===== src/rtl/tgbc_pkg.sv =====
// Shared types, constants and codes of the tile grid box collision block.
// Depends on nothing; every other file but tgbc_if uses it.
package tgbc_pkg;

	// Grid limits
	localparam int MAX_ROWS    = 64;
	localparam int MAX_COLUMNS = 256;
	localparam int ROW_W       = (MAX_ROWS > 1) ? $clog2(MAX_ROWS) : 1;
	localparam int COL_W       = (MAX_COLUMNS > 1) ? $clog2(MAX_COLUMNS) : 1;
	localparam int MAP_DEPTH   = MAX_ROWS * MAX_COLUMNS;
	localparam int ADDR_W      = (MAP_DEPTH > 1) ? $clog2(MAP_DEPTH) : 1;

	// Tile index arithmetic: coordinates are taken to whole pixels first
	localparam int IDX_W      = 18;
	localparam int MAG_W      = IDX_W - 1;
	localparam int DIV_CNT_W  = $clog2(MAG_W);

	// Item kinds
	localparam logic [1:0] KIND_LOAD = 2'd0;
	localparam logic [1:0] KIND_HORZ = 2'd1;
	localparam logic [1:0] KIND_VERT = 2'd2;

	// Result causes
	localparam logic [1:0] CAUSE_NONE    = 2'd0;
	localparam logic [1:0] CAUSE_EDGE    = 2'd1;
	localparam logic [1:0] CAUSE_SOLID   = 2'd2;
	localparam logic [1:0] CAUSE_OUTSIDE = 2'd3;

	// Register indexes
	localparam logic [2:0] REG_LEVEL_LEFT     = 3'd0;
	localparam logic [2:0] REG_LEVEL_TOP      = 3'd1;
	localparam logic [2:0] REG_LEVEL_WIDTH    = 3'd2;
	localparam logic [2:0] REG_LEVEL_HEIGHT   = 3'd3;
	localparam logic [2:0] REG_TILE_WIDTH     = 3'd4;
	localparam logic [2:0] REG_TILE_HEIGHT    = 3'd5;
	localparam logic [2:0] REG_ROWS_IN_USE    = 3'd6;
	localparam logic [2:0] REG_COLUMNS_IN_USE = 3'd7;

	localparam int CFG_IDX_W  = 3;
	localparam int CFG_DATA_W = 21;

	typedef struct packed {
		logic       in_ready;
		logic       clear_en;
		logic       capture;
		logic       div_start;
		logic [1:0] div_idx;
		logic       walk_init;
		logic       walk_next;
		logic       edge_next;
		logic       mem_rd;
		logic       cause_set;
		logic [1:0] cause_code;
		logic       out_load;
	} dp_cmd_t;

	typedef struct packed {
		logic       clear_done;
		logic       in_valid;
		logic [1:0] in_kind;
		logic       div_done;
		logic       edge_hit;
		logic       walk_over;
		logic       edge_last;
		logic       outside;
		logic       solid;
		logic       out_free;
	} dp_status_t;

endpackage


===== src/rtl/tgbc_ctrl.sv =====
// Controller state machine: clearing pass, item intake, division sequence,
// edge test, edge walk and result hand-off. Depends on tgbc_pkg.
module tgbc_ctrl (
	input  logic                 clk,
	input  logic                 arst_n,
	input  tgbc_pkg::dp_status_t status,
	output tgbc_pkg::dp_cmd_t    cmd
);
	import tgbc_pkg::*;

	typedef enum logic [7:0] {
		S_CLEAR    = 8'b0000_0001,
		S_IDLE     = 8'b0000_0010,
		S_DIV_GO   = 8'b0000_0100,
		S_DIV_WAIT = 8'b0000_1000,
		S_EDGE     = 8'b0001_0000,
		S_WALK     = 8'b0010_0000,
		S_READ     = 8'b0100_0000,
		S_DONE     = 8'b1000_0000
	} state_t;

	state_t     state_q, state_d;
	logic [1:0] idx_q;

	always_comb begin
		cmd         = '0;
		cmd.div_idx = idx_q;
		state_d     = state_q;
		unique case (state_q)
			S_CLEAR: begin
				cmd.clear_en = 1'b1;
				if (status.clear_done)
					state_d = S_IDLE;
			end
			S_IDLE: begin
				cmd.in_ready = 1'b1;
				if (status.in_valid) begin
					cmd.capture = 1'b1;
					if (status.in_kind == KIND_HORZ || status.in_kind == KIND_VERT)
						state_d = S_DIV_GO;
					else
						state_d = S_DONE;
				end
			end
			S_DIV_GO: begin
				cmd.div_start = 1'b1;
				state_d = S_DIV_WAIT;
			end
			S_DIV_WAIT: begin
				if (status.div_done)
					state_d = (idx_q == 2'd3) ? S_EDGE : S_DIV_GO;
			end
			S_EDGE: begin
				if (status.edge_hit) begin
					cmd.cause_set  = 1'b1;
					cmd.cause_code = CAUSE_EDGE;
					state_d = S_DONE;
				end else begin
					cmd.walk_init = 1'b1;
					state_d = S_WALK;
				end
			end
			S_WALK: begin
				if (status.walk_over) begin
					if (status.edge_last)
						state_d = S_DONE;
					else
						cmd.edge_next = 1'b1;
				end else if (status.outside) begin
					cmd.cause_set  = 1'b1;
					cmd.cause_code = CAUSE_OUTSIDE;
					state_d = S_DONE;
				end else begin
					cmd.mem_rd = 1'b1;
					state_d = S_READ;
				end
			end
			S_READ: begin
				if (status.solid) begin
					cmd.cause_set  = 1'b1;
					cmd.cause_code = CAUSE_SOLID;
					state_d = S_DONE;
				end else begin
					cmd.walk_next = 1'b1;
					state_d = S_WALK;
				end
			end
			S_DONE: begin
				if (status.out_free) begin
					cmd.out_load = 1'b1;
					state_d = S_IDLE;
				end
			end
			default: state_d = S_IDLE;
		endcase
	end

	always_ff @(posedge clk or negedge arst_n) begin
		if (!arst_n) begin
			state_q <= S_CLEAR;
			idx_q   <= 2'd0;
		end else begin
			state_q <= state_d;
			if (cmd.capture)
				idx_q <= 2'd0;
			else if (state_q == S_DIV_WAIT && status.div_done)
				idx_q <= idx_q + 2'd1;
		end
	end

endmodule


===== config.mk =====
export PLATFORM = sky130hd
export DESIGN_NAME = tgbc_ctrl
export DESIGN_NICKNAME = d
export VERILOG_FILES = /design/src/rtl/tgbc_pkg.sv /design/src/rtl/tgbc_ctrl.sv
export SDC_FILE = /design/constraint.sdc
export NUM_CORES = 1
export LEC_CHECK = 0
export ABC_AREA = 1
export BUFFER_PORTS_ARGS = -buffer_cell sky130_fd_sc_hd__buf_2
export CAP_MARGIN = 10
export CORE_MARGIN = 5
export CORE_UTILIZATION = 52
export CTS_CLUSTER_DIAMETER = 120
export DETAILED_ROUTE_END_ITERATION = 6
export GPL_ROUTABILITY_DRIVEN = 0
export GPL_TIMING_DRIVEN = 0
export PLACE_DENSITY_LB_ADDON = 0.05
export SLEW_MARGIN = 30
export SYNTH_ARGS = -nofsm -noshare
export SYNTH_HDL_FRONTEND = slang
export SYNTH_SLANG_ARGS = --single-unit

===== constraint.sdc =====
create_clock -name clk -period 3.15 [get_ports clk]
set_clock_uncertainty 0.05 [all_clocks]
set_input_delay 0.1575 -clock clk [delete_from_list [all_inputs] [get_ports clk]]
set_output_delay 0.1575 -clock clk [all_outputs]
set_load 0.01 [all_outputs]

==> out/metrics.csv <==
metric,value,unit
Pwr per Cell Area,704.6,mW/mm2
Die X,48.78,um
PnR worst setup slack,1514,ps
Mapped Cells,107,
Die ar.,0.002379,mm2
Mapped Area,782.0,um2
worst setup path class,reg2out,
RSZ-0062 raised after global routing,no,
# setup viols final,0,
ratio of final minimum period to clock period,0.5195,
Crit Path Max Fanout,10,
initial antenna violation count,0,
Area Overhead vs Synth,25.12,%
core box area,0.001471,mm2
gr usage total,0.1703,
Lkg Pwr,0.5993,nW
Startpoint Class,register,
relative slew slack,0.8445,
vias in the first global route,749,
Post-Route WL,1.847,mm
First-pass DRT Iterations,4,
Clock Tree Root,clkbuf_4,
net count after synthesis,121,
total gr overflow,0,
largest net degree at the start of global routing,11,
drt wl/cell,11.99,um
WHS,88.04,ps
Worst Path Arrival,1430,ps
first-pass GRT wire length,3.215,mm
H-tree levels,1,
outcome,finished clean,
Design Power,0.6894,mW
Post-CTS Setup Bufs,0,
synthesized flop and latch total,10,
"Clk pin slew, worst setup/hold paths",70,ps
Post-Place Worst Slack,1801,ps
Resize count post-CTS,0,
Layout Utilization,0.6650,
synth unique cells,24,
Clock Sinks,10,
maximum vdd ir drop,387.5,uV
Final Hold Viols,0,
max-slew violations,0,
drc violations,0,
Hold WC Path Type,in2reg,
YS warnings,0,
CP Data Required Time,2940,ps
Starting Density,0.5315,
via count,790,
Antenna Cells,0,
Syn Area/Cell,7.308,um2
worst-margin pin slew,231.5,ps
share of cells above drive strength 1,0.4275,
Site Rows,14,
Initial DRC Count,19,
I/O Pins,27,
CTS Buf Count,3,
I/O Buffers,26,
minimum clock period,1636,ps
clock latency on the worst-skew pair,280,ps
Die Y,48.78,um
setup TNS,0,ps
max-cap violations,0,
Routed Antenna Nets,0,
sequential share of the synthesized area,0.3216,
nets,153,
clk buf depth,2,
"Hold-fix buffers, CTS",1,
routed vias/inst,5.130,
Critical Path Sink Type,output port,
CTS tree,done,
Peak Freq,611.1,MHz
hpwl dp,1.468,mm
[Yosys cell counts]
cell type | instances | area share
nand2_1 | 23 | 0.11
nor2_1 | 13 | 0.062
inv_1 | 11 | 0.053
nand3_1 | 11 | 0.070
dfrtp_1 | 9 | 0.29
inv_2 | 8 | 0.038
nor2_2 | 6 | 0.048
nand2_4 | 5 | 0.072
a21oi_1 | 2 | 0.013
nand2_2 | 2 | 0.016
nand3_2 | 2 | 0.026
nand4_1 | 2 | 0.016
nor2_8 | 2 | 0.051
clkinv_2 | 1 | 0.0064
dfstp_2 | 1 | 0.034
ha_1 | 1 | 0.016
nand3b_1 | 1 | 0.0096
nor2_4 | 1 | 0.014
nor3_1 | 1 | 0.0064
o221ai_1 | 1 | 0.011
o22ai_1 | 1 | 0.0080
or2_2 | 1 | 0.0080
xnor2_1 | 1 | 0.011
xor2_1 | 1 | 0.011
[cell type report]
cell class              instances  area (um2)
clock buffers                   4       36.28
fillers                       132       493.0
well taps                      16       20.02
repair buffers                 27       140.1
flip-flops and latches         10       251.5
inverters                      20       76.32
multi-input cells              77       454.2
[path summary, 6_finish.rpt]
check | from | end | slack [ps] | cells past startpoint
setup / recovery | state_q[1] | cmd[3] | 1510 | 6
hold / removal | status[10] | state_q[0] | 90 | 3
setup reg to reg | state_q[0] | state_q[4] | 1790 | 8
hold reg to reg | idx_q[1] | idx_q[1] | 500 | 2
max in group asynchronous | arst_n | state_q[0] | 2570 | 2
min in group asynchronous | arst_n | state_q[5] | 220 | 2
[through the flow]
stage	instances	instance area (um2)
2_1_floorplan	107	782.0
3_3_place_gp	149	932.1
3_5_place_dp	149	932.1
4_1_cts	154	978.4
5_1_grt	154	978.4
6_report	154	978.4
[cell usage in the layout (no fill, tap or decap), types with 2 or more instances in the layout]
master and instances:
nand2_2 2, nor2_2 6, inv_2 8, nor2_8 2, clkbuf_4 3, a21oi_1 2
nand2_1 23, inv_1 11, dfrtp_1 9, buf_2 26, nand3_2 2, nor2_1 13
nand2_4 5, nand4_1 2, nand3_1 11
[critical path, stage by stage, from the launching register on]
cell and delay [ps]:
dfrtp_1 390, inv_1 110, nand2_4 90, nor2_8 160, nand3_1 160, nand3_1 110
buf_2 130
[report_power, final]
part           leakage (nW)  switching (mW)  internal [mW]
combinational         0.447           0.257          0.135
clock                0.0210          0.0517         0.0704
sequential            0.132          0.0185          0.157
total                 0.599           0.327          0.362
[state kept, by name, summed over array words and instances (netlist names)]
name	cells
state_q	8
idx_q	2
[per-layer routing]
layer,up-vias,routed length (um),track usage,part of all wire
met2,29,968,0.2935,0.52
met5,-,0,0,0
li1,393,-,-,-
met4,0,54,0.1031,0.029
met1,361,716,0.1916,0.39
met3,7,107,0.03058,0.058
[kinds of logic after synthesis]
group | synth area share
and+or+nand+nor | 0.5104
buffers and inverters | 0.09760
DFF | 0.3216
AOI/OAI and AO/OA | 0.03201
xor gates and xnor gates | 0.02240
adders and majority gates | 0.01600
(Power assumes the default switching activity.)
